`src/rtl/ecsm_pkg.sv`:
```
// Shared types and constants for the elliptic curve scalar multiplier.
package ecsm_pkg;

  localparam int FIELD_BITS  = 16;
  localparam int SCALAR_BITS = 32;
  localparam int WIDE_BITS   = FIELD_BITS + 1;
  localparam int CNT_BITS    = $clog2(SCALAR_BITS);
  localparam int MUL_CNT_BITS = $clog2(FIELD_BITS + 1);

  localparam logic [FIELD_BITS-1:0] MODULUS_RESET = FIELD_BITS'(97);
  localparam logic [FIELD_BITS-1:0] CURVE_A_RESET = FIELD_BITS'(2);

  localparam logic REG_MODULUS = 1'b0;
  localparam logic REG_CURVE_A = 1'b1;

  typedef enum logic [1:0] {
    ALU_MUL,
    ALU_ADD,
    ALU_SUB
  } alu_op_t;

  typedef struct packed {
    logic                  start;
    alu_op_t               op;
    logic [FIELD_BITS-1:0] a;
    logic [FIELD_BITS-1:0] b;
  } alu_req_t;

  typedef struct packed {
    logic                  done;
    logic [FIELD_BITS-1:0] result;
  } alu_rsp_t;

  typedef enum logic [4:0] {
    S_IDLE,
    S_RX,
    S_RY,
    S_RA,
    S_SCAN,
    S_LOOP,
    S_DCHK,
    S_D1,
    S_D2,
    S_D3,
    S_D4,
    S_D5,
    S_ACHK,
    S_A1,
    S_A2,
    S_INV0,
    S_INVL,
    S_INVM,
    S_INVS,
    S_F1,
    S_F2,
    S_F3,
    S_F4,
    S_F5,
    S_F6,
    S_F7,
    S_NEXT,
    S_OUT
  } state_t;

endpackage

```
`src/rtl/ecsm_alu.sv`:
```
// Shared modular arithmetic unit: bit-serial multiply; add and subtract registered from the request.
module ecsm_alu
  import ecsm_pkg::*;
(
  input  logic                  clk,
  input  logic                  rst,
  input  logic [FIELD_BITS-1:0] modulus,
  input  alu_req_t              req,
  output alu_rsp_t              rsp
);

  logic                    busy;
  logic [MUL_CNT_BITS-1:0] cnt;
  logic [FIELD_BITS-1:0]   acc;
  logic [FIELD_BITS-1:0]   mcand;
  logic [FIELD_BITS-1:0]   mplier;
  logic                    done;
  logic [FIELD_BITS-1:0]   result;

  logic [WIDE_BITS-1:0] m_w;
  logic [WIDE_BITS-1:0] dbl;
  logic [WIDE_BITS-1:0] dbl_r;
  logic [WIDE_BITS-1:0] sum;
  logic [WIDE_BITS-1:0] sum_r;
  logic [WIDE_BITS-1:0] add_s;
  logic [WIDE_BITS-1:0] add_r;
  logic [WIDE_BITS-1:0] sub_r;

  always_comb begin
    m_w   = {1'b0, modulus};
    dbl   = {acc, 1'b0};
    dbl_r = (dbl >= m_w) ? dbl - m_w : dbl;
    sum   = mplier[FIELD_BITS-1] ? dbl_r + {1'b0, mcand} : dbl_r;
    sum_r = (sum >= m_w) ? sum - m_w : sum;
    add_s = {1'b0, req.a} + {1'b0, req.b};
    add_r = (add_s >= m_w) ? add_s - m_w : add_s;
    sub_r = (req.a >= req.b) ? {1'b0, req.a} - {1'b0, req.b}
                             : {1'b0, req.a} + m_w - {1'b0, req.b};
  end

  always_ff @(posedge clk) begin
    if (rst) begin
      busy <= 1'b0;
      done <= 1'b0;
      cnt  <= '0;
    end else begin
      done <= (busy && cnt == MUL_CNT_BITS'(1)) ||
              (!busy && req.start && req.op != ALU_MUL);
      if (busy) begin
        acc    <= sum_r[FIELD_BITS-1:0];
        mplier <= {mplier[FIELD_BITS-2:0], 1'b0};
        cnt    <= cnt - 1'b1;
        if (cnt == MUL_CNT_BITS'(1)) begin
          busy   <= 1'b0;
          result <= sum_r[FIELD_BITS-1:0];
        end
      end else if (req.start) begin
        case (req.op)
          ALU_MUL: begin
            busy   <= 1'b1;
            acc    <= '0;
            mcand  <= req.a;
            mplier <= req.b;
            cnt    <= MUL_CNT_BITS'(FIELD_BITS);
          end
          ALU_ADD: begin
            result <= add_r[FIELD_BITS-1:0];
          end
          ALU_SUB: begin
            result <= sub_r[FIELD_BITS-1:0];
          end
          default: begin
            result <= '0;
          end
        endcase
      end
    end
  end

  assign rsp.done   = done;
  assign rsp.result = result;

`ifndef NO_ASSERTIONS
  a_start_idle: assert property (@(posedge clk) disable iff (rst)
    req.start |-> !busy) else $error("alu start while busy");
  a_done_once: assert property (@(posedge clk) disable iff (rst)
    done |=> !done || $past(req.start)) else $error("alu done repeated");
  a_busy_count: assert property (@(posedge clk) disable iff (rst)
    busy |-> cnt != '0) else $error("alu busy with zero count");
`endif

endmodule

```
`src/rtl/ec_scalar_multiply.sv`:
```
// Top level: elliptic curve k*P by left-to-right double-and-add over GF(p).
//
//  channel | signals                                       | dir
//  in      | in_valid in_stall point_x point_y             | in
//          | point_is_infinity scalar                      |
//  out     | out_valid out_stall result_x result_y         | out
//          | result_is_infinity                            |
//  cfg     | psel penable pwrite paddr pwdata prdata pready| in/out
//
// One word at a time; in_stall is high while a word is in work.
// A field multiply is bit-serial in the shared unit; an inverse z^(p-2)
// takes up to 2*FIELD_BITS multiplies. A zero scalar, an infinity input
// or a modulus below 2 goes straight to the output.
// Reset: synchronous on rst, registers go to p=97, a=2.
// A result held by out_stall blocks the next result but not the next input.
module ec_scalar_multiply
  import ecsm_pkg::*;
(
  input  logic                   clk,
  input  logic                   rst,
  input  logic                   in_valid,
  output logic                   in_stall,
  input  logic [FIELD_BITS-1:0]  point_x,
  input  logic [FIELD_BITS-1:0]  point_y,
  input  logic                   point_is_infinity,
  input  logic [SCALAR_BITS-1:0] scalar,
  output logic                   out_valid,
  input  logic                   out_stall,
  output logic [FIELD_BITS-1:0]  result_x,
  output logic [FIELD_BITS-1:0]  result_y,
  output logic                   result_is_infinity,
  input  logic                   psel,
  input  logic                   penable,
  input  logic                   pwrite,
  input  logic [2:0]             paddr,
  input  logic [31:0]            pwdata,
  output logic [31:0]            prdata,
  output logic                   pready
);

  state_t state;
  state_t state_next;

  logic [FIELD_BITS-1:0]  modulus;
  logic [FIELD_BITS-1:0]  curve_a;
  logic [FIELD_BITS-1:0]  ar;
  logic [FIELD_BITS-1:0]  bx;
  logic [FIELD_BITS-1:0]  by;
  logic [FIELD_BITS-1:0]  ax;
  logic [FIELD_BITS-1:0]  ay;
  logic                   ainf;
  logic [FIELD_BITS-1:0]  t0;
  logic [FIELD_BITS-1:0]  t1;
  logic [FIELD_BITS-1:0]  s;
  logic [FIELD_BITS-1:0]  ir;
  logic [FIELD_BITS-1:0]  ib;
  logic [FIELD_BITS-1:0]  e;
  logic [SCALAR_BITS-1:0] kreg;
  logic [CNT_BITS-1:0]    cnt;
  logic                   bitreg;
  logic                   phase_add;
  logic                   dbl_mode;
  logic                   issued;
  logic                   is_op;
  logic                   accept;
  logic                   trivial;
  logic                   out_load;

  alu_req_t alu_req;
  alu_rsp_t alu_rsp;

  ecsm_alu u_alu (
    .clk     (clk),
    .rst     (rst),
    .modulus (modulus),
    .req     (alu_req),
    .rsp     (alu_rsp)
  );

  assign pready   = 1'b1;
  assign prdata   = (paddr[2] == REG_CURVE_A) ? {16'(0), curve_a} : {16'(0), modulus};
  assign in_stall = (state != S_IDLE);
  assign accept   = in_valid && !in_stall;
  assign trivial  = (modulus < FIELD_BITS'(2)) || (scalar == '0) || point_is_infinity;
  assign out_load = !out_valid || !out_stall;

  always_ff @(posedge clk) begin
    if (rst) begin
      modulus <= MODULUS_RESET;
      curve_a <= CURVE_A_RESET;
    end else if (psel && penable && pwrite && pready) begin
      if (paddr[2] == REG_MODULUS) modulus <= pwdata[FIELD_BITS-1:0];
      else curve_a <= pwdata[FIELD_BITS-1:0];
    end
  end

  // Sequencer: next state and shared unit request.
  always_comb begin
    state_next  = state;
    is_op       = 1'b0;
    alu_req.op  = ALU_MUL;
    alu_req.a   = '0;
    alu_req.b   = '0;
    case (state)
      S_IDLE: if (accept) state_next = trivial ? S_OUT : S_RX;
      S_RX:   begin is_op = 1'b1; alu_req.a = FIELD_BITS'(1); alu_req.b = bx; end
      S_RY:   begin is_op = 1'b1; alu_req.a = FIELD_BITS'(1); alu_req.b = by; end
      S_RA:   begin is_op = 1'b1; alu_req.a = FIELD_BITS'(1); alu_req.b = ar; end
      S_SCAN: if (kreg[SCALAR_BITS-1]) state_next = S_LOOP;
      S_LOOP: state_next = (cnt == '0) ? S_OUT : S_DCHK;
      S_DCHK: state_next = (ainf || ay == '0) ? S_NEXT : S_D1;
      S_D1:   begin is_op = 1'b1; alu_req.a = ax; alu_req.b = ax; end
      S_D2:   begin is_op = 1'b1; alu_req.op = ALU_ADD; alu_req.a = t0; alu_req.b = t0; end
      S_D3:   begin is_op = 1'b1; alu_req.op = ALU_ADD; alu_req.a = t1; alu_req.b = t0; end
      S_D4:   begin is_op = 1'b1; alu_req.op = ALU_ADD; alu_req.a = t0; alu_req.b = ar; end
      S_D5:   begin is_op = 1'b1; alu_req.op = ALU_ADD; alu_req.a = ay; alu_req.b = ay; end
      S_ACHK: begin
        if (ainf) state_next = S_NEXT;
        else if (ax == bx) state_next = (ay == by) ? S_DCHK : S_NEXT;
        else state_next = S_A1;
      end
      S_A1:   begin is_op = 1'b1; alu_req.op = ALU_SUB; alu_req.a = ay; alu_req.b = by; end
      S_A2:   begin is_op = 1'b1; alu_req.op = ALU_SUB; alu_req.a = ax; alu_req.b = bx; end
      S_INV0: state_next = S_INVL;
      S_INVL: begin
        if (e == '0) state_next = S_F1;
        else state_next = e[0] ? S_INVM : S_INVS;
      end
      S_INVM: begin is_op = 1'b1; alu_req.a = ir; alu_req.b = ib; end
      S_INVS: begin is_op = 1'b1; alu_req.a = ib; alu_req.b = ib; end
      S_F1:   begin is_op = 1'b1; alu_req.a = t0; alu_req.b = t1; end
      S_F2:   begin is_op = 1'b1; alu_req.a = s; alu_req.b = s; end
      S_F3:   begin is_op = 1'b1; alu_req.op = ALU_SUB; alu_req.a = t0; alu_req.b = ax; end
      S_F4:   begin
        is_op = 1'b1; alu_req.op = ALU_SUB; alu_req.a = t0;
        alu_req.b = dbl_mode ? ax : bx;
      end
      S_F5:   begin is_op = 1'b1; alu_req.op = ALU_SUB; alu_req.a = ax; alu_req.b = t0; end
      S_F6:   begin is_op = 1'b1; alu_req.a = s; alu_req.b = t1; end
      S_F7:   begin is_op = 1'b1; alu_req.op = ALU_SUB; alu_req.a = t1; alu_req.b = ay; end
      S_NEXT: state_next = (!phase_add && bitreg) ? S_ACHK : S_LOOP;
      S_OUT:  if (out_load) state_next = S_IDLE;
      default: state_next = S_IDLE;
    endcase
    if (is_op && alu_rsp.done) begin
      case (state)
        S_RX:    state_next = S_RY;
        S_RY:    state_next = S_RA;
        S_RA:    state_next = S_SCAN;
        S_D1:    state_next = S_D2;
        S_D2:    state_next = S_D3;
        S_D3:    state_next = S_D4;
        S_D4:    state_next = S_D5;
        S_D5:    state_next = S_INV0;
        S_A1:    state_next = S_A2;
        S_A2:    state_next = S_INV0;
        S_INVM:  state_next = S_INVS;
        S_INVS:  state_next = S_INVL;
        S_F1:    state_next = S_F2;
        S_F2:    state_next = S_F3;
        S_F3:    state_next = S_F4;
        S_F4:    state_next = S_F5;
        S_F5:    state_next = S_F6;
        S_F6:    state_next = S_F7;
        S_F7:    state_next = S_NEXT;
        default: state_next = S_IDLE;
      endcase
    end
    alu_req.start = is_op && !issued;
  end

  always_ff @(posedge clk) begin
    if (rst) begin
      state     <= S_IDLE;
      issued    <= 1'b0;
      out_valid <= 1'b0;
    end else begin
      state  <= state_next;
      issued <= is_op && !alu_rsp.done;
      if (state == S_OUT && out_load) out_valid <= 1'b1;
      else if (!out_stall) out_valid <= 1'b0;
    end
  end

  // Datapath registers.
  always_ff @(posedge clk) begin
    case (state)
      S_IDLE: if (accept) begin
        bx   <= point_x;
        by   <= point_y;
        ar   <= curve_a;
        kreg <= scalar;
        cnt  <= CNT_BITS'(SCALAR_BITS - 1);
        ainf <= trivial;
      end
      S_SCAN: begin
        kreg <= {kreg[SCALAR_BITS-2:0], 1'b0};
        if (kreg[SCALAR_BITS-1]) begin
          ax   <= bx;
          ay   <= by;
          ainf <= 1'b0;
        end else begin
          cnt <= cnt - 1'b1;
        end
      end
      S_LOOP: if (cnt != '0) begin
        bitreg    <= kreg[SCALAR_BITS-1];
        kreg      <= {kreg[SCALAR_BITS-2:0], 1'b0};
        cnt       <= cnt - 1'b1;
        phase_add <= 1'b0;
        dbl_mode  <= 1'b1;
      end
      S_DCHK: if (ainf || ay == '0) ainf <= 1'b1;
      S_ACHK: begin
        if (ainf) begin
          ax   <= bx;
          ay   <= by;
          ainf <= 1'b0;
        end else if (ax == bx) begin
          if (ay == by) dbl_mode <= 1'b1;
          else ainf <= 1'b1;
        end else begin
          dbl_mode <= 1'b0;
        end
      end
      S_INV0: begin
        e  <= modulus - FIELD_BITS'(2);
        ir <= FIELD_BITS'(1);
        ib <= t1;
      end
      S_INVL: if (e == '0) t1 <= ir;
      S_NEXT: if (!phase_add && bitreg) phase_add <= 1'b1;
      S_OUT: if (out_load) begin
        result_x           <= ainf ? '0 : ax;
        result_y           <= ainf ? '0 : ay;
        result_is_infinity <= ainf;
      end
      default: ;
    endcase
    if (is_op && alu_rsp.done) begin
      case (state)
        S_RX:    bx <= alu_rsp.result;
        S_RY:    by <= alu_rsp.result;
        S_RA:    ar <= alu_rsp.result;
        S_D1, S_D3, S_D4, S_A1, S_F2, S_F3, S_F4: t0 <= alu_rsp.result;
        S_D2, S_D5, S_A2, S_F5, S_F6: t1 <= alu_rsp.result;
        S_INVM:  ir <= alu_rsp.result;
        S_INVS: begin
          ib <= alu_rsp.result;
          e  <= {1'b0, e[FIELD_BITS-1:1]};
        end
        S_F1:    s <= alu_rsp.result;
        S_F7: begin
          ay   <= alu_rsp.result;
          ax   <= t0;
          ainf <= 1'b0;
        end
        default: ;
      endcase
    end
  end

`ifndef NO_ASSERTIONS
  a_hold_result: assert property (@(posedge clk) disable iff (rst)
    out_valid && out_stall |=> out_valid && $stable(result_x) && $stable(result_y))
    else $error("held result changed");
  a_inf_zero: assert property (@(posedge clk) disable iff (rst)
    out_valid && result_is_infinity |-> result_x == '0 && result_y == '0)
    else $error("infinity result with nonzero coordinates");
  a_no_alu_idle: assert property (@(posedge clk) disable iff (rst)
    alu_req.start |-> state != S_IDLE && state != S_OUT)
    else $error("arithmetic started outside a word");
`endif

endmodule
```
`config.mk`:
```
export PLATFORM = sky130hd
export DESIGN_NAME = ec_scalar_multiply
export DESIGN_NICKNAME = d
export VERILOG_FILES = /design/src/rtl/ecsm_pkg.sv /design/src/rtl/ecsm_alu.sv /design/src/rtl/ec_scalar_multiply.sv
export SDC_FILE = /design/constraint.sdc
export NUM_CORES = 1
export LEC_CHECK = 0
export BUFFER_PORTS_ARGS = -buffer_cell sky130_fd_sc_hd__buf_2
export CAP_MARGIN = 20
export CORE_MARGIN = 2
export CORE_UTILIZATION = 55
export DETAILED_ROUTE_END_ITERATION = 6
export GPL_ROUTABILITY_DRIVEN = 1
export PLACE_DENSITY = 0.78
export SYNTH_ARGS = -nofsm -noshare
export SYNTH_HDL_FRONTEND = slang
export SYNTH_SLANG_ARGS = --single-unit
```
`constraint.sdc`:
```
create_clock -name clk -period 17.31 [get_ports clk]
set_input_delay 5.193 -clock clk [delete_from_list [all_inputs] [get_ports clk]]
set_output_delay 5.193 -clock clk [all_outputs]
set_load 0.01 [all_outputs]
```
## After elaboration in Yosys (flattened, before gate mapping)

Memories as Yosys holds them, arrays and structs flattened. A register that Yosys moved wholly into a read port is not among the register bits.
Index checks and enable logic that the tools add are counted.

- Flip-flop bits (word level): 360
- Bits in read-only memories: 160
- Input port bits: 107
- Output and inout bits: 68
- Memories: 1

Memory list:

| name | words | bits a word | read ports | clocked after memory_dff | write ports | line | source |
|---|---|---|---|---|---|---|---|
| (no name shown) | 32 | 5 | 1 | 1 | 0 | ec_scalar_multiply.sv:146 | `case (state)` |

- Add/sub/neg operators: 11
- Magnitude comparators: 5
- Equal/unequal tests: 45
- Mux-type cells: 104
- Bitwise gates (word level): 3
- Reduce and logical (&&, ||, !) cells: 57

Operators by type and width:

| kind | count |
|---|---|
| 2-to-1 mux 16 bit | 47 |
| one-hot mux 32 bit (19 select lines) | 1 |
| one-hot mux 32 bit (3 select lines) | 1 |
| 2-to-1 mux 5 bit | 18 |
| 2-to-1 mux 32 bit | 2 |
| one-hot mux 16 bit (2 select lines) | 2 |
| subtractor 16 bit | 4 |
| == test 5 bit (second input constant) | 12 |
| greater-or-equal comparator 17 x 16 -> 1 bit | 3 |
| one-hot mux 5 bit (10 select lines) | 1 |
| one-hot mux 16 bit (3 select lines) | 1 |
| == test 5 x 4 -> 1 bit (second input constant) | 8 |
| 2-to-1 mux 17 bit | 2 |
| == test 16 bit | 2 |
| zero test 16 bit | 2 |
| zero test 32 bit | 1 |
| 2-to-1 mux 1 bit | 21 |
| == test 5 x 3 -> 1 bit (second input constant) | 4 |
| AND reduction 4 bit | 5 |
| OR reduction 19 bit | 1 |
| adder 16 x 16 -> 17 bit | 1 |
| adder 17 x 16 -> 17 bit | 1 |
| subtractor 17 x 16 -> 17 bit | 1 |
| adder 16 bit | 1 |
| 33 further kinds | 83 |

## Depth between registers and ports, before layout

- Depth after elaboration: 9
- Depth in mapped cells: 33
- Depth with buffers taken out: 29

## Modules after synthesis

A second synthesis with hierarchy kept.

- Cell total of the unflattened synthesis: 2820
- Area, all modules: 24408.4 um^2

Modules (own cells, without submodules):

| module | instances | cells each | area each (um^2) | seq. area each (um^2) |
|---|---|---|---|---|
| ec_scalar_multiply | 1 | 1681 | 14818.0 | 6936.7 |
| ecsm_alu | 1 | 1139 | 9590.4 | 2062.0 |

## Worst setup path before layout

Ideal clock, no wire load.

- Kind: input port to output port
- Start: input port paddr[2]
- End: output port prdata[10]
- Arrival: 5.892 ns
- Setup slack: 6.225 ns
- Stages: 4
- Buffers on the path: 2
- Cell sequence: clkbuf_1 -> clkbuf_1 -> nand2_1 -> o21ai_0

- Longest elaborated chain between the ends: 1

RTL lines:

| what | line | source |
|---|---|---|
| start: declaration | ec_scalar_multiply.sv:35 | `input logic [2:0] paddr,` |
| 2-to-1 mux 16 bit | ec_scalar_multiply.sv:81 | `assign prdata = (paddr[2] == REG_CURVE_A) ? {16'(0), curve_a} : {16'(0), modulus};` |
| end: declaration | ec_scalar_multiply.sv:37 | `output logic [31:0] prdata,` |

Every way passes these cells.

## Worst setup path in the final report

- Start: input port paddr[2]
- End: output port prdata[7]

Same word-level chain as after synthesis.

==> metrics.cfg <==
[cells_and_area]
layout-drive-gt1-share = 0.129
num_antenna_cells = 0
final_nets = 3042
fillers = 3590
regMostFlops = kreg
area_growth_pct = 10.3
largest_reg_flops = 32
final_design_area_no_fill_mm2 = 0.0267
ff_latch_area_mm2 = 0.00900
multi_input_area_mm2 = 0.0140

[worst_hold_path]
hold_start = modulus[10]
hold_depth = 2
hold_class = flip-flop to flip-flop
hold-path-endpoint = modulus[10]

[setup_path]
rr_worst_depth = 24
cp_slowest_cell = buf_2
worst_path_most_repeated_cell = buf_2
r2r_end = u_alu.result[3]
crit_required_ns = 12.12
critPathKind = primary input to output pin
max_stage_delay_ns = 0.40
startpoint_type = primary input
cp.arrival_ns = 5.99
crit_family = buffers and inverters
timing.rr.start = state[4]
worstPathMaxFanout = 35
crit_buf_inv = 2
rrSetupSlack_ns = 8.95
crit_chain = buf_2 -> nand2_1 -> o21ai_0 -> buf_2
end_kind = output pin

[timing]
max_freq_mhz = 89.4
hold_viol = 0
slew_violations = 0
setup_viol = 0
timing.final.crit_share = 0.646
grt_setup_unrepaired = false
layout_min_cycle_time_ns = 11.19
setup_slack_ns = 6.12
setup_tns_ns = 0
worst_slew_pin_slew_ns = 1.07
fin_skew_ns = 0.0276
relSlewSlack = 0.288
hold_slack_ns = 0.462

[floorplanning]
start_util = 0.559
die_area_mm2 = 0.0457
rows = 76
core_area_mm2 = 0.0433
fp.dieH_um = 214
die_w_um = 214
ios = 175

[global_routing]
grt_use_total = 0.330
antenna_found_initial = 2
grt_overflow = 0
grt_pass1_wl_mm = 116
grt_max_degree = 66
grt_pass1_vias = 20535

[synthesis]
ys.warnings.count = 0
synth_cell_types = 94
synthMostInstantiatedCell = nand2_1
ys_seq_area_frac = 0.372
synth_commonest_cells = 328 x nand2_1, 217 x nor2_1, 216 x a21oi_1, 196 x dfxtp_1, 169 x edfxtp_1
synthFlopType = dfxtp_1
async_flop_share = 0
synth_edf_count = 169
avgSynthCellArea_um2 = 8.89
ys_ff_latch = 365
synthesis.instances = 2721
synthTopCellsByArea = edfxtp_1 21%, dfxtp_1 16%, ha_1 6.5%
synth_area_mm2 = 0.0242
yosysTopAreaCell = edfxtp_1
netlist.area_leader.share = 0.210

[drt]
firstDrtPassIters = 7
postRouteAntennaNets = 0
wire_per_inst_um = 22.3
wl_mm = 75.9
viasPerCell = 6.36
dr.first_iter.drc_count = 2485
drcViolationCount = 0
vias = 21639

[cts]
holdBufCountCts = 0
post-cts-setup-buffers = 0
cts_resized = 0
htree_levels = 2
clock_latency_ns = 0.58
clockRootBuffer = clkbuf_16
cts_tree = done
cts_buffers = 40
clk_pin_slew_worst_paths_ns = 0.06
cts_sinks = 365
cts_buffer_depth = 3

[placed_design]
port_buffers = 139
preCtsSetupSlack_ns = 6.17
post-dp-hpwl_mm = 56.1
placed_area_mm2 = 0.0252
gp_congestion = 0.957

[job]
cap_violations = 0

[outcome]
status = finished clean

-- per-layer routing --
layer | vias to the layer above | GRT usage | routed length (um)
met5 | - | 0.00539 | 0
met4 | 0 | 0.130 | 3260
met3 | 244 | 0.0567 | 6680
met2 | 1137 | 0.535 | 34900
met1 | 10345 | 0.440 | 31000
li1 | 9913 | - | -
-- layout make-up --
class / instances / share of cell area
clock inverters: 14 / 0.00572
clock buffers: 56 / 0.0443
multi-input cells: 2053 / 0.523
repair buffers: 185 / 0.0418
well taps: 585 / 0.0274
flip-flops and latches: 365 / 0.337
inverters: 143 / 0.0201
-- worst register-to-register path: stages, from the launching register on --
cell and delay (ns):
dfxtp_1 0.98, and2b_1 0.34, and3_1 0.53, a22oi_1 0.32, nand3_1 0.13, a2111oi_0 0.75, buf_4 0.25, inv_1 0.09
ha_1 0.43, a221oi_1 0.46, o221a_2 0.31, o41ai_1 0.11, o31ai_1 0.56, a31oi_1 0.17, o21ai_0 0.27, xnor2_1 0.20
ha_1 0.33, nand4_1 0.12, nor2_1 0.05, a31oi_1 0.28, o211a_1 0.31, nand2_1 0.40, mux2i_1 0.28, a2bb2oi_1 0.20
o22ai_1 0.16
-- cells by family (layout without fill, tap and decap cells) --
logic type | Yosys count | count (layout) | synth area share
compound gates | 682 | 682 | 0.186
xor+xnor | 143 | 143 | 0.0518
other cells | 2 | 17 | 0.000311
flops | 365 | 365 | 0.372
fa+ha+maj | 147 | 147 | 0.0826
buf+inv | 318 | 398 | 0.0558
mux | 189 | 189 | 0.0813
simple gates | 875 | 875 | 0.170
-- per-stage QoR --
stage,utilization,std cells
2_1_floorplan,-,2736
4_1_cts,0.614,3394
5_1_grt,0.617,3401
3_3_place_gp,0.583,3323
6_report,0.617,3401
3_5_place_dp,0.583,3324
-- cell usage in the layout (no fill, tap or decap), drive strengths merged, types with 14 or more instances in the layout --
cell type / netlist / layout
nand2: 328 / 328
a21oi: 218 / 218
nor2: 217 / 217
dfxtp: 196 / 196
buf: 67 / 184
edfxtp: 169 / 169
inv: 139 / 139
mux2i: 129 / 129
ha: 126 / 126
o21ai: 119 / 119
xnor2: 96 / 96
a22oi: 68 / 68
mux2: 60 / 60
clkbuf: 108 / 57
nand3: 49 / 49
xor2: 47 / 47
nor2b: 46 / 46
nor3: 45 / 45
a21o: 41 / 41
nor4: 33 / 33
a31oi: 31 / 31
nand2b: 28 / 28
nand4: 27 / 27
a222oi: 27 / 27
a211oi: 26 / 26
and2: 24 / 24
and3: 21 / 21
fa: 21 / 21
o22ai: 18 / 18
conb: 2 / 17
or3: 16 / 16
clkinv: 4 / 16
o21bai: 15 / 15
o21a: 14 / 14
-- worst max-delay path by stage --
stage,start,to,depth (start not counted)
4_1_cts,paddr[2],prdata[7],4
3_3_place_gp,paddr[2],prdata[9],4
3_5_place_dp,paddr[2],prdata[11],4
2_1_floorplan,paddr[2],prdata[10],4
5_1_grt,paddr[2],prdata[11],4
6_report,paddr[2],prdata[7],4
Power is not shown: default switching activity piles up to over one toggle a cycle in this logic, so the estimate is an artifact.
